$ cat config.mk
export PLATFORM = sky130hd
export DESIGN_NAME = fixed_step_tick_accumulator_top
export DESIGN_NICKNAME = d
export VERILOG_FILES = /design/src/fsta_pkg.sv /design/src/fsta_ctrl.sv /design/src/fsta_datapath.sv /design/src/fixed_step_tick_accumulator_top.sv
export SDC_FILE = /design/constraint.sdc
export NUM_CORES = 1
export LEC_CHECK = 0
export BUFFER_PORTS_ARGS = -buffer_cell sky130_fd_sc_hd__buf_2
export CORE_ASPECT_RATIO = 1.4
export CORE_UTILIZATION = 54
export DETAILED_ROUTE_END_ITERATION = 12
export PLACE_DENSITY = 0.78
export RECOVER_POWER = 50
export SLEW_MARGIN = 10
export SYNTH_ARGS = -nofsm -noshare
export SYNTH_HDL_FRONTEND = slang
export SYNTH_SLANG_ARGS = --single-unit
$ cat constraint.sdc
create_clock -name i_clk -period 5.4 [get_ports i_clk]
set_input_delay 0 -clock i_clk [delete_from_list [all_inputs] [get_ports i_clk]]
set_output_delay 0 -clock i_clk [all_outputs]
set_load 0.02 [all_outputs]
$ cat src/fsta_pkg.sv
`default_nettype none
package fsta_pkg;

    localparam int ElapsedW = 32;
    localparam int PeriodW  = 24;
    localparam int CatchupW = 16;
    localparam int TotalW   = 64;
    localparam int QuoW     = 32;
    localparam int CfgW     = 24;
    localparam int CfgIdxW  = 1;
    localparam int OutW     = CatchupW + 2 * TotalW + PeriodW;
    localparam int DivSteps = QuoW;
    localparam int CntW     = $clog2(DivSteps);

    localparam logic [CfgIdxW-1:0] CFG_PERIOD  = 1'b0;
    localparam logic [CfgIdxW-1:0] CFG_CATCHUP = 1'b1;

    localparam logic [PeriodW-1:0]  PERIOD_RST  = 24'd50000;
    localparam logic [CatchupW-1:0] CATCHUP_RST = 16'd1;

    typedef struct packed {
        logic load;
        logic step;
        logic finish;
    } t_cmd;

    typedef struct packed {
        logic div_last;
    } t_sts;

endpackage
`default_nettype wire

$ cat src/fsta_ctrl.sv
`default_nettype none
module fsta_ctrl (
    input  wire              i_clk,
    input  wire              i_rst_n,
    input  wire              i_in_valid,
    output logic             o_in_ready,
    output logic             o_out_valid,
    input  wire              i_out_ready,
    input  fsta_pkg::t_sts   i_sts,
    output fsta_pkg::t_cmd   o_cmd
);
    import fsta_pkg::*;

    typedef enum logic [1:0] {
        ST_IDLE,
        ST_DIV,
        ST_FIN
    } t_state;

    t_state r_state;
    t_state n_state;
    logic   r_out_valid;
    logic   n_out_valid;

    always_comb begin
        o_cmd        = '0;
        n_state      = r_state;
        n_out_valid  = r_out_valid && !i_out_ready;
        case (r_state)
            ST_IDLE: begin
                if (i_in_valid) begin
                    o_cmd.load = 1'b1;
                    n_state    = ST_DIV;
                end
            end
            ST_DIV: begin
                o_cmd.step = 1'b1;
                if (i_sts.div_last) begin
                    n_state = ST_FIN;
                end
            end
            ST_FIN: begin
                if (!r_out_valid || i_out_ready) begin
                    o_cmd.finish = 1'b1;
                    n_out_valid  = 1'b1;
                    n_state      = ST_IDLE;
                end
            end
            default: begin
                n_state = ST_IDLE;
            end
        endcase
    end

    always_ff @(posedge i_clk) begin
        if (!i_rst_n) begin
            r_state     <= ST_IDLE;
            r_out_valid <= 1'b0;
        end else begin
            r_state     <= n_state;
            r_out_valid <= n_out_valid;
        end
    end

    assign o_in_ready  = (r_state == ST_IDLE);
    assign o_out_valid = r_out_valid;

endmodule
`default_nettype wire

$ cat src/fsta_datapath.sv
`default_nettype none
module fsta_datapath (
    input  wire                                   i_clk,
    input  wire                                   i_rst_n,
    input  wire                                   i_cfg_we,
    input  wire         [fsta_pkg::CfgIdxW-1:0]   i_cfg_idx,
    input  wire         [fsta_pkg::CfgW-1:0]      i_cfg_data,
    input  wire  signed [fsta_pkg::ElapsedW-1:0]  i_delta_us,
    input  fsta_pkg::t_cmd                        i_cmd,
    output fsta_pkg::t_sts                        o_sts,
    output logic        [fsta_pkg::CatchupW-1:0]  o_ticks_to_run,
    output logic        [fsta_pkg::TotalW-1:0]    o_total_ticks,
    output logic        [fsta_pkg::TotalW-1:0]    o_total_dropped,
    output logic        [fsta_pkg::PeriodW-1:0]   o_until_next_us
);
    import fsta_pkg::*;

    logic [PeriodW-1:0]  r_period;
    logic [CatchupW-1:0] r_catchup;
    logic [PeriodW-1:0]  r_rem;
    logic [TotalW-1:0]   r_tot;
    logic [TotalW-1:0]   r_drop;

    logic [PeriodW-1:0]  r_div;
    logic [CatchupW-1:0] r_lim;
    logic [QuoW-1:0]     r_quo;
    logic [PeriodW-1:0]  r_part;
    logic [CntW-1:0]     r_cnt;

    logic [CatchupW-1:0] r_run;
    logic [PeriodW-1:0]  r_until;

    logic                pos;
    logic [QuoW-1:0]     n_acc;
    logic [PeriodW:0]    trial;
    logic [PeriodW:0]    diff;
    logic                ge;
    logic                over;
    logic [QuoW-1:0]     excess;
    logic [CatchupW-1:0] run;

    always_comb begin
        pos    = !i_delta_us[ElapsedW-1] && (i_delta_us != '0);
        n_acc  = {{(QuoW-PeriodW){1'b0}}, r_rem}
               + (pos ? $unsigned(i_delta_us) : {QuoW{1'b0}});
        trial  = {r_part, r_quo[QuoW-1]};
        diff   = trial - {1'b0, r_div};
        ge     = (trial >= {1'b0, r_div});
        over   = (r_quo > {{(QuoW-CatchupW){1'b0}}, r_lim});
        excess = r_quo - {{(QuoW-CatchupW){1'b0}}, r_lim};
        run    = over ? r_lim : r_quo[CatchupW-1:0];
    end

    always_ff @(posedge i_clk) begin
        if (!i_rst_n) begin
            r_period  <= PERIOD_RST;
            r_catchup <= CATCHUP_RST;
            r_rem     <= '0;
            r_tot     <= '0;
            r_drop    <= '0;
        end else begin
            if (i_cfg_we) begin
                case (i_cfg_idx)
                    CFG_PERIOD:  r_period  <= i_cfg_data;
                    CFG_CATCHUP: r_catchup <= i_cfg_data[CatchupW-1:0];
                    default: ;
                endcase
            end
            if (i_cmd.finish) begin
                r_rem <= r_part;
                r_tot <= r_tot + {{(TotalW-CatchupW){1'b0}}, run};
                if (over) begin
                    r_drop <= r_drop + {{(TotalW-QuoW){1'b0}}, excess};
                end
            end
        end
    end

    // restoring divider, one quotient bit per cycle
    always_ff @(posedge i_clk) begin
        if (i_cmd.load) begin
            r_div  <= (r_period == '0) ? PeriodW'(1) : r_period;
            r_lim  <= (r_catchup == '0) ? CatchupW'(1) : r_catchup;
            r_quo  <= n_acc;
            r_part <= '0;
            r_cnt  <= '0;
        end else if (i_cmd.step) begin
            r_part <= ge ? diff[PeriodW-1:0] : trial[PeriodW-1:0];
            r_quo  <= {r_quo[QuoW-2:0], ge};
            r_cnt  <= r_cnt + CntW'(1);
        end
        if (i_cmd.finish) begin
            r_run   <= run;
            r_until <= r_div - r_part;
        end
    end

    assign o_sts.div_last   = (r_cnt == CntW'(DivSteps - 1));
    assign o_ticks_to_run   = r_run;
    assign o_total_ticks    = r_tot;
    assign o_total_dropped  = r_drop;
    assign o_until_next_us  = r_until;

endmodule
`default_nettype wire

$ cat src/fixed_step_tick_accumulator_top.sv
// Fixed-timestep tick accumulator. Each input transfer carries the signed
// microseconds elapsed since the last advance; zero or negative values add
// nothing. The sum with the held remainder is divided by the tick period in a
// restoring divider (one quotient bit per cycle). After the divide steps an
// update step writes the result into the output register, and the next input
// is accepted in the cycle after that update. The next input is taken while a
// result still waits in the output register; its update waits until that
// register is free. The period and catch-up limit are captured at the input
// transfer, so write them only while no transfer is in flight. A period or
// catch-up limit of zero acts as one.
`default_nettype none
module fixed_step_tick_accumulator_top (
    input  wire                             i_clk,
    input  wire                             i_rst_n,
    input  wire                             i_cfg_we,
    input  wire  [fsta_pkg::CfgIdxW-1:0]    i_cfg_idx,
    input  wire  [fsta_pkg::CfgW-1:0]       i_cfg_data,
    input  wire                             s_axis_tvalid,
    output logic                            s_axis_tready,
    input  wire  [fsta_pkg::ElapsedW-1:0]   s_axis_tdata,  // elapsed time in us
    output logic                            m_axis_tvalid,
    input  wire                             m_axis_tready,
    // ticks_to_run, total_ticks, total_dropped, until_next_us
    output logic [fsta_pkg::OutW-1:0]       m_axis_tdata
);
    import fsta_pkg::*;

    t_cmd                cmd;
    t_sts                sts;
    logic [CatchupW-1:0] ticks_to_run;
    logic [TotalW-1:0]   total_ticks;
    logic [TotalW-1:0]   total_dropped;
    logic [PeriodW-1:0]  until_next_us;

    fsta_ctrl u_ctrl (
        .i_clk       (i_clk),
        .i_rst_n     (i_rst_n),
        .i_in_valid  (s_axis_tvalid),
        .o_in_ready  (s_axis_tready),
        .o_out_valid (m_axis_tvalid),
        .i_out_ready (m_axis_tready),
        .i_sts       (sts),
        .o_cmd       (cmd)
    );

    fsta_datapath u_dp (
        .i_clk           (i_clk),
        .i_rst_n         (i_rst_n),
        .i_cfg_we        (i_cfg_we),
        .i_cfg_idx       (i_cfg_idx),
        .i_cfg_data      (i_cfg_data),
        .i_delta_us      ($signed(s_axis_tdata)),
        .i_cmd           (cmd),
        .o_sts           (sts),
        .o_ticks_to_run  (ticks_to_run),
        .o_total_ticks   (total_ticks),
        .o_total_dropped (total_dropped),
        .o_until_next_us (until_next_us)
    );

    assign m_axis_tdata = {until_next_us, total_dropped, total_ticks, ticks_to_run};

endmodule
`default_nettype wire

==> flow_metrics.env, run 1 <==
export IMPL_crit_top_cell="or4_4"
export IMPL_synthFlopType="dfxtp_1"
export IMPL_max_slew_margin_pct=22.3
export IMPL_pwr_share_clk_pct=31.2
export IMPL_ys_seq_area_share_pct=39.5
export IMPL_clkLatencyLatePin_ps=540
export IMPL_rr_worst_depth=25
export IMPL_cts_tree="yes"
export IMPL_crit_type="register to register"
export IMPL_clk_pin_slew_ps=60
export IMPL_combPwrFrac_pct=32.0
export IMPL_cpMaxStageDelayCell="or4_4"
export IMPL_fill_cells=2794
export IMPL_rows=82
export IMPL_worstPathMaxFanout=12
export IMPL_die_h_um=229
export IMPL_dieWidth_um=164
export IMPL_cp_start_kind="register"
export IMPL_vias_per_cell=5.89
export IMPL_tightest_slew_ps=1160
export IMPL_power_density_mw_per_mm2=331
export IMPL_routed_wl_um=60000
export IMPL_cts_sinks=336
export IMPL_clock_fmax_mhz=178
export IMPL_peakVddDrop_mv=0.319
export IMPL_grtUsageTotal_pct=30.9
export IMPL_worst_endpoint_required_ps=5780
export IMPL_grt_max_degree=93
export IMPL_multi_input_area_mm2=0.0119
export IMPL_dpl_instance_area_mm2=0.0222
export IMPL_ys_async_sr_fraction_pct=0
export IMPL_yosys_area_top_type="dfxtp_1"
export IMPL_ctsHtreeMaxLevel=2
export IMPL_dieArea_mm2=0.0376
export IMPL_setup_slack_ps=-209
export IMPL_final_setup_skew_ps=28.1
export IMPL_gr_total_overflow=0
export IMPL_fin_crit_sh_pct=104
export IMPL_fin_crit_ps=5610
export IMPL_maxCapViolations=0
export IMPL_synth_nets=2535
export IMPL_nets=2886
export IMPL_p_sw_share_pct=33.0
export IMPL_mappedNetlistArea_mm2=0.0199
export IMPL_globalplace_congestion=0.986
export IMPL_power_switching_uw=2720
export IMPL_routedWlPerCell_um=18.9
export IMPL_met1_usage_pct=32.5
export IMPL_antenna_found_initial=0
export IMPL_start_util_pct=55.2
export IMPL_cts_buffers=36
export IMPL_setup_viol_count_final=44
export IMPL_hold_class="primary input to register"
export IMPL_firstDrtPassIters=5
export IMPL_synthTopCellsByArea="dfxtp_1 23%, edfxtp_1 17%, ha_1 8.6%"
export IMPL_clockBufferDepth=3
export IMPL_syn2layout_area_growth_pct=25.2
export IMPL_diodes=0
export IMPL_yosysWarningCount=0
export IMPL_synth_enable_flop_cells=112
export IMPL_drc_errors=0
export IMPL_crit_arrival_ps=5990
export IMPL_seq_area_mm2=0.00785
export IMPL_status="finished, violations left"
export IMPL_power_leakage_uw=0.0106
export IMPL_port_buffers=231
export IMPL_hold_path_depth=4
export IMPL_slew_violations=0
export IMPL_drive_above_1_share_pct=21.6
export IMPL_hold_viol=0
export IMPL_drtIter0Drc=1288
export IMPL_ys_types=78
export IMPL_p_seq_share_pct=36.8
export IMPL_ant_nets=0
export IMPL_io_pins=232
export IMPL_intPower_uw=5520
export IMPL_post_place_ws_ps=-307
export IMPL_synth_most_common_cell="nand2_1"
export IMPL_fin_util_pct=69.1
export IMPL_grt_pass1_wl_um=91800
export IMPL_ys_ff_latch=336
export IMPL_gr_max_usage_layer="met2"
export IMPL_yosys_area_top_type_share_pct=22.5
export IMPL_fin_area_mm2=0.0249
export IMPL_critPathMaxStageDelay_ps=540
export IMPL_synth_avg_cell_area_um2=8.54
export IMPL_grtUsageMet2_pct=55.5
export IMPL_worst_setup_path_end_kind="register"
export IMPL_yosys_top_cells_count="333 x nand2_1, 224 x dfxtp_1, 216 x a21oi_1"
export IMPL_core_area_mm2=0.0360
export IMPL_p_total_uw=8240
export IMPL_violations="negative setup slack"
export IMPL_dp_final_hpwl_um=43100
export IMPL_grt_pass1_vias=18100
export IMPL_synth_cells=2330
export IMPL_cts_root_buf="clkbuf_16"
export IMPL_met3_usage_pct=4.56
export IMPL_vias=18700
export IMPL_rsz0062_at_grt="true"
## final timing paths
| path | startpoint | end | slack (ps) |
|---|---|---|---|
| max | u_dp.r_quo[19] | u_dp.o_total_ticks[48] | -210 |
| min | s_axis_tdata[26] | u_dp.r_quo[26] | 10 |
| max reg2reg | u_dp.r_quo[19] | u_dp.o_total_ticks[48] | -210 |
| min reg2reg | u_dp.r_period[22] | u_dp.r_div[22] | 460 |
## logic make-up (layout without fill, tap and decap cells)
logic type,after synthesis,in the layout,synth area share (%)
AND/OR/NAND/NOR,849,849,20.2
AO/OA/AOI/OAI,548,548,16.8
flip-flops,336,336,39.5
buffers and inverters,239,616,4.69
XOR/XNOR,195,195,8.59
adder cells (fa/ha/maj),143,143,9.22
multiplexers,20,20,1.01
## through the flow
step,TNS (ps),hold WS [ps],cells
2_1_floorplan,-89.8,124,2330
3_3_place_gp,-1920,240,3022
3_5_place_dp,-9310,249,3022
4_1_cts,-3980,0.319,3144
5_1_grt,-14570,29.4,3169
6_report,-4680,11.2,3169
## final cells by class
class                      instances  area share, %
clock buffer                      52           4.37
clock inverter                    12          0.543
inverter                         119           1.80
multi-input combinational       1755           47.8
sequential                       336           31.5
tap                              462           2.32
timing repair buffer             433           11.7
## placed cells by master, fill, tap and decap left out, types with 15 or more instances in the layout
cell type / n
nand2_1: 326
buf_2: 231
dfxtp_1: 224
a21oi_1: 203
nor2_1: 153
buf_4: 146
ha_1: 131
inv_1: 113
edfxtp_1: 112
xnor2_1: 111
o21ai_0: 101
xor2_1: 77
nand3_1: 59
a21o_1: 51
and2_1: 41
clkbuf_16: 41
nand4_1: 37
nor3_1: 37
dlygate4sd3_1: 34
nor4_1: 27
and3_1: 27
o21a_1: 25
nor2b_1: 24
mux2i_1: 19
o22ai_1: 17
nand2b_1: 16
or3_1: 16
a211oi_1: 15
buf_6: 15
## critical path: cells and delay by family (launching register included)
family	cells	cell delay, ps
simple gates	8	2480
compound gates	7	1070
buf+inv	8	1000
fa+ha+maj	1	310
xor+xnor	1	180
flops	1	400
## state kept, by name, indices dropped and copies added, names as in the netlist
signal	cells
u_dp.r_catchup	16
u_dp.r_cnt	5
u_dp.o_total_dropped	64
u_dp.o_total_ticks	64
u_dp.r_lim	16
u_dp.o_ticks_to_run	16
u_dp.o_until_next_us	24
u_ctrl.r_state	2
u_dp.r_div	24
u_dp.r_rem	24
u_dp.r_quo	32
u_dp.r_part	24
u_dp.r_period	24
u_ctrl.o_out_valid	1
## layer usage
layer  vias up  wire [um]  part of all wire (%)
met3       262       3020                   5.0
met5         -          0                     0
met1      8834      21600                    36
met4         0       4770                   7.9
met2       674      30600                    51
li1       8902          -                     -
## power groups by stage
| stage | Sequential, uW | Clock [uW] | Combinational, uW |
|---|---|---|---|
| after floorplan | 3010 | 0 | 1880 |
| after detailed placement | 3080 | 0 | 2490 |
| after global placement | 3070 | 0 | 2430 |
| final | 3030 | 2570 | 2640 |
| after global routing | 3050 | 2680 | 2900 |
| after CTS | 3020 | 2590 | 2570 |
## repair_timing
action                     4_1_cts  5_1_grt
hold buffers                    34        0
buffers inserted                23       25
pin swaps                       43       71
hold endpoints to repair        49        0
gates cloned                     2        0
resized for setup               66       85
setup endpoints to repair       60       85
Note: power is estimated with default switching activity, not from simulation.
==> run 2: changes to the inputs <==
--- a/config.mk
+++ b/config.mk
@@ -11,6 +11,7 @@
 export DETAILED_ROUTE_END_ITERATION = 12
 export PLACE_DENSITY = 0.78
 export RECOVER_POWER = 50
+export SETUP_SLACK_MARGIN = 0.3
 export SLEW_MARGIN = 10
 export SYNTH_ARGS = -nofsm -noshare
 export SYNTH_HDL_FRONTEND = slang
==> run 2 against run 1 <==
- the flow still finishes with violations (negative setup slack)
- sequential share of layout area decreased by 0.42 points
- global-route usage increased by 0.55 points
- via count increased by 1.9%
- final area increased by 1.3%
- wire length increased by 4.2%
- worst setup slack improved by 55 ps
- first-iteration DRC count increased by 16%
- clock power decreased by 5%
- register-to-register slack improved by 50 ps
- cell count increased by 1.1%
- largest power group unchanged
==> flow_metrics.env, run 2 (synthesized netlist as in run 1, its figures left out) <==
export IMPL_status="finished, violations left"
export IMPL_violations="negative setup slack"
export IMPL_reg2reg_slack_ps=-150
export IMPL_crit_arrival_ps=6030
export IMPL_mostFrequentLayoutCell="nand2_1"
export IMPL_grt_pass1_vias=18500
export IMPL_clock_fmax_mhz=180
export IMPL_core_area_mm2=0.0360
export IMPL_dpl_instance_area_mm2=0.0224
export IMPL_crit_start="u_dp.r_quo[19]"
export IMPL_setup_viol_count_final=39
export IMPL_worst_endpoint_required_ps=5870
export IMPL_syn2layout_area_growth_pct=26.9
export IMPL_crit_type="register to register"
export IMPL_hold_path_depth=4
export IMPL_antenna_found_initial=1
export IMPL_fill_cells=2771
export IMPL_grt_pass1_wl_um=93400
export IMPL_worst_setup_path_end_kind="register"
export IMPL_worstPathMaxFanout=7
export IMPL_tightest_slew_ps=977
export IMPL_clkLatencyLatePin_ps=560
export IMPL_fin_crit_ps=5550
export IMPL_power_density_mw_per_mm2=323
export IMPL_vias=19000
export IMPL_hold_start="s_axis_tdata[29]"
export IMPL_clockBufferDepth=3
export IMPL_clk_pin_slew_ps=60
export IMPL_routedWlPerCell_um=19.5
export IMPL_place_inst=3031
export IMPL_slew_violations=0
export IMPL_dieWidth_um=164
export IMPL_hold_path_end="u_dp.r_quo[29]"
export IMPL_vias_per_cell=5.94
export IMPL_start_util_pct=55.2
export IMPL_maxCapViolations=0
export IMPL_drtIter0Drc=1499
export IMPL_rows=82
export IMPL_rsz0062_at_grt="true"
export IMPL_holdWs_ps=16.4
export IMPL_layout_common_cells="327 x nand2_1, 224 x dfxtp_1, 199 x a21oi_1, 169 x clkbuf_1, 150 x nor2_1"
export IMPL_globalplace_congestion=0.997
export IMPL_max_slew_margin_pct=34.3
export IMPL_ant_nets=0
export IMPL_hold_class="primary input to register"
export IMPL_io_pins=232
export IMPL_final_setup_skew_ps=36.6
export IMPL_cts_tree="yes"
export IMPL_hold_viol=0
export IMPL_cts_root_buf="clkbuf_16"
export IMPL_gr_total_overflow=0
export IMPL_cts_sinks=336
export IMPL_cp_start_kind="register"
export IMPL_cts_buffers=36
export IMPL_nets=2920
export IMPL_reg2reg_from="u_dp.r_quo[19]"
export IMPL_ctsHtreeMaxLevel=2
export IMPL_firstDrtPassIters=7
export IMPL_fin_cells=3205
export IMPL_dp_final_hpwl_um=43200
export IMPL_fin_crit_sh_pct=103
export IMPL_grt_max_degree=84
export IMPL_drc_errors=0
export IMPL_drive_above_1_share_pct=17.6
export IMPL_peakVddDrop_mv=0.336
export IMPL_routed_wl_um=62500
export IMPL_setup_tns_ps=-2470
export IMPL_fin_util_pct=70.1
export IMPL_setup_slack_ps=-154
export IMPL_grtUsageTotal_pct=31.5
export IMPL_fin_area_mm2=0.0252
export IMPL_die_h_um=229
export IMPL_rr_endpoint="u_dp.o_total_ticks[60]"
export IMPL_dieArea_mm2=0.0376
export IMPL_power_leakage_uw=0.0103
export IMPL_rr_worst_depth=24
export IMPL_port_buffers=231
-- run 2: per-stage QoR --
stage          setup slack, ps  total power (uW)
2_1_floorplan             3.09              4900
6_report                  -154              8140
3_3_place_gp             -74.7              5520
3_5_place_dp              -204              5590
4_1_cts                  -68.8              8090
5_1_grt                   -336              8540
-- run 2: worst max-delay path by stage --
stage | end | slack [ps] | cells after the start
6_report | u_dp.o_total_ticks[60] | -150 | 24
5_1_grt | u_dp.o_total_ticks[53] | -340 | 17
4_1_cts | u_dp.o_total_ticks[53] | -70 | 20
3_5_place_dp | u_dp.o_total_dropped[60] | -200 | 20
3_3_place_gp | u_dp.o_total_dropped[39] | -70 | 26
2_1_floorplan | u_dp.o_total_ticks[19] | 3 | 22
-- run 2: repair_timing --
| item | 4_1_cts | 5_1_grt |
|---|---|---|
| endpoints found under the setup margin | 84 | 95 |
| gates cloned | 1 | 0 |
| pin swaps | 64 | 99 |
| hold endpoints to repair | 48 | 0 |
| setup buffers | 32 | 34 |
| gates resized for setup | 86 | 120 |
| hold buffers | 41 | 0 |
-- run 2: power by group --
group | internal, uW | switching, uW
clock | 1360 | 1070
sequential | 2840 | 196
combinational | 1200 | 1480
-- run 2: final cells by class --
cell class	instances	area, um^2	area share, %
multi-input cells	1755	12200	48.2
clock buffers	46	980	3.88
repair buffers	467	3040	12.1
clock inverters	19	161	0.640
diodes	1	2.50	0.00992
flip-flops and latches	336	7850	31.1
well taps	462	578	2.29
inverters	119	449	1.78
-- run 2: metal layers --
metal | share of wire (%) | up-vias | track usage, %
li1 | - | 8977 | -
met1 | 35 | 9076 | 32.6
met2 | 52 | 717 | 57.2
met3 | 5.1 | 259 | 4.33
met4 | 7.7 | 0 | 22.3
met5 | 0 | - | 0
-- run 2: critical path: stages, from the launching register on --
cell       delay (ps)
edfxtp_1          390
or4_4             560
or4_4             430
or4b_4            500
or3_4             340
or4_4             420
a21oi_2           130
buf_6             160
buf_6             100
a21o_4            140
buf_6             100
inv_2              30
fa_2              360
nor2b_2           130
o21ai_2            80
a21boi_2          150
nand2b_4          160
a31oi_4           100
o2bb2ai_4         140
buf_6             120
o21ai_4           140
nand4b_1          150
buf_4             170
or3_4             340
a21oi_2           140
==> run 3: changes to the inputs <==
--- a/config.mk
+++ b/config.mk
@@ -7,9 +7,9 @@
 export LEC_CHECK = 0
 export BUFFER_PORTS_ARGS = -buffer_cell sky130_fd_sc_hd__buf_2
 export CORE_ASPECT_RATIO = 1.4
-export CORE_UTILIZATION = 54
+export CORE_UTILIZATION = 58
 export DETAILED_ROUTE_END_ITERATION = 12
-export PLACE_DENSITY = 0.78
+export PLACE_DENSITY = 0.79
 export RECOVER_POWER = 50
 export SETUP_SLACK_MARGIN = 0.3
 export SLEW_MARGIN = 10
==> constraint.sdc (replaced) <==
create_clock -name i_clk -period 6.73 [get_ports i_clk]
set_input_delay 0 -clock i_clk [delete_from_list [all_inputs] [get_ports i_clk]]
set_output_delay 0 -clock i_clk [all_outputs]
set_load 0.02 [all_outputs]
==> run 3 against run 2 <==
- the flow finishes with violations (max-capacitance violations, max-slew violations)
- core utilization decreased by 2.5 points
- combinational power decreased by 28%
- clock power decreased by 20%
- via count decreased by 7.3%
- sequential power decreased by 20%
- first-iteration DRC count decreased by 14%
- critical path depth decreased by 4
- worst hold slack got worse by 1.8 ps
- critical endpoint is now u_dp.o_total_ticks[17]
==> flow_metrics.env, run 3 (synthesized netlist as in run 1, its figures left out) <==
export IMPL_tightest_slew_ps=3650
export IMPL_cts_root_buf="clkbuf_16"
export IMPL_gr_total_overflow=0
export IMPL_max_slew_margin_pct=-145
export IMPL_critPathMaxStageDelay_ps=560
export IMPL_violations="max-capacitance violations, max-slew violations"
export IMPL_cp_start_kind="register"
export IMPL_io_pins=232
export IMPL_rr_worst_depth=20
export IMPL_reg2reg_slack_ps=580
export IMPL_globalplace_congestion=0.977
export IMPL_power_density_mw_per_mm2=279
export IMPL_grt_max_degree=101
export IMPL_cts_buffers=35
export IMPL_layout_common_cells="332 x nand2_1, 224 x dfxtp_1, 216 x a21oi_1, 184 x clkbuf_1, 156 x nor2_1"
export IMPL_ctsHtreeMaxLevel=2
export IMPL_hold_class="primary input to register"
export IMPL_dieWidth_um=159
export IMPL_fill_cells=2797
export IMPL_peakVddDrop_mv=0.259
export IMPL_dieArea_mm2=0.0350
export IMPL_syn2layout_area_growth_pct=13.8
export IMPL_rr_endpoint="u_dp.o_total_ticks[17]"
export IMPL_grt_pass1_wl_um=85600
export IMPL_setup_viol_count_final=0
export IMPL_vias_per_cell=5.86
export IMPL_dp_final_hpwl_um=40600
export IMPL_rsz0062_at_grt="false"
export IMPL_worst_setup_path_end_kind="register"
export IMPL_power_leakage_uw=0.00894
export IMPL_final_setup_skew_ps=11.7
export IMPL_clock_fmax_mhz=163
export IMPL_die_h_um=221
export IMPL_cts_sinks=336
export IMPL_drive_above_1_share_pct=6.63
export IMPL_drc_errors=0
export IMPL_core_area_mm2=0.0335
export IMPL_fin_crit_ps=6150
export IMPL_hold_viol=0
export IMPL_drtIter0Drc=1288
export IMPL_setup_tns_ps=0
export IMPL_crit_arrival_ps=6450
export IMPL_status="finished, violations left"
export IMPL_routedWlPerCell_um=18.1
export IMPL_slew_violations=215
export IMPL_path_cells="or4_4 > or4_4 > or4b_4 > or3_1 > or4_4 > a21oi_4 > buf_4 > nand2_1 > o21ai_0 > ha_1 > and2_1 > a221o_1 > a21oi_1 > o21ai_0 > o311ai_2 > a21boi_1 > buf_4 > and3_1 > xnor2_1 > nor2_1"
export IMPL_worstPathMaxFanout=17
export IMPL_hold_path_depth=3
export IMPL_diodes=0
export IMPL_routed_wl_um=54400
export IMPL_seq_area_mm2=0.00785
export IMPL_crit_top_cell="or4_4"
export IMPL_rows=79
export IMPL_cpMaxStageDelayCell="or4_4"
export IMPL_multi_input_area_mm2=0.0112
export IMPL_fin_crit_sh_pct=91.4
export IMPL_firstDrtPassIters=5
export IMPL_cts_tree="yes"
export IMPL_clk_pin_slew_ps=60
export IMPL_grtUsageTotal_pct=30.7
export IMPL_nets=2744
export IMPL_grt_pass1_vias=17100
export IMPL_maxCapViolations=3
export IMPL_antenna_found_initial=0
export IMPL_ant_nets=0
export IMPL_start_util_pct=59.4
export IMPL_hold_start="i_rst_n"
export IMPL_clkLatencyLatePin_ps=540
export IMPL_crit_type="register to register"
export IMPL_port_buffers=231
export IMPL_fin_util_pct=67.6
export IMPL_reg2reg_from="u_dp.r_quo[20]"
export IMPL_hold_path_end="u_dp.r_period[15]"
export IMPL_mostFrequentLayoutCell="nand2_1"
export IMPL_clockBufferDepth=3
export IMPL_vias=17600
export IMPL_worst_endpoint_required_ps=7030
[run 3: worst max-delay path, delay by kind of cell, from the launching register on]
kind / cells / cell delay (ps)
AOI/OAI and AO/OA: 7 / 1730
and+or+nand+nor: 9 / 2880
buffers and inverters: 2 / 370
adders and majority gates: 1 / 360
DFF: 1 / 430
xor gates and xnor gates: 1 / 140
[run 3: area by class of cell]
class	instances	area share [%]
Inverter	119	1.98
Timing Repair Buffer	292	6.54
Multi-Input combinational cell	1755	49.4
Tap cell	445	2.46
Clock buffer	50	4.29
Clock inverter	14	0.691
Sequential cell	336	34.7
[run 3: through the flow]
stage               setup slack [ps]  area [um^2]  hold WS, ps  instances  total power [uW]
finish                           577        22600         14.6       3011              6320
global route                     233        22600        -1.03       3011              6650
CTS                              345        22800        0.100       3005              6320
detailed placement               161        21300          249       2906              4360
global placement                 392        21300          240       2906              4310
floorplan                        722        19900          124       2330              3920
[run 3: what timing repair did]
item,in CTS,in global routing
pin swaps,0,2
resized for setup,2,16
setup endpoints to repair,18,71
hold buffers,35,0
setup buffers,0,6
endpoints found under the hold margin,49,0
[run 3: per-layer routing]
metal | part of all wire (%) | vias to the layer above | routed length [um] | GRT usage, %
met4 | 6.8 | 0 | 3700 | 19.7
met3 | 4.3 | 178 | 2350 | 3.62
li1 | - | 8631 | - | -
met5 | 0 | - | 0 | 0
met1 | 38 | 8300 | 20900 | 34.3
met2 | 50 | 530 | 27500 | 54.4
[run 3: how the worst max path moves through the flow]
stage / cells after the start / slack [ps] / end / start
6_report: 20 / 580 / u_dp.o_total_ticks[17] / u_dp.r_quo[20]
5_1_grt: 23 / 230 / u_dp.o_total_dropped[60] / u_dp.r_quo[0]
4_1_cts: 21 / 350 / u_dp.o_total_ticks[56] / u_dp.r_quo[19]
3_5_place_dp: 18 / 160 / u_dp.o_total_ticks[53] / u_dp.r_quo[19]
3_3_place_gp: 18 / 390 / u_dp.o_total_ticks[57] / u_dp.r_quo[19]
2_1_floorplan: 22 / 720 / u_dp.o_total_ticks[35] / u_dp.r_quo[19]
[run 3: power by group]
group          switching, uW  internal [uW]
logic                   1100            835
registers                158           2280
clock network            814           1130
total                   2080           4240
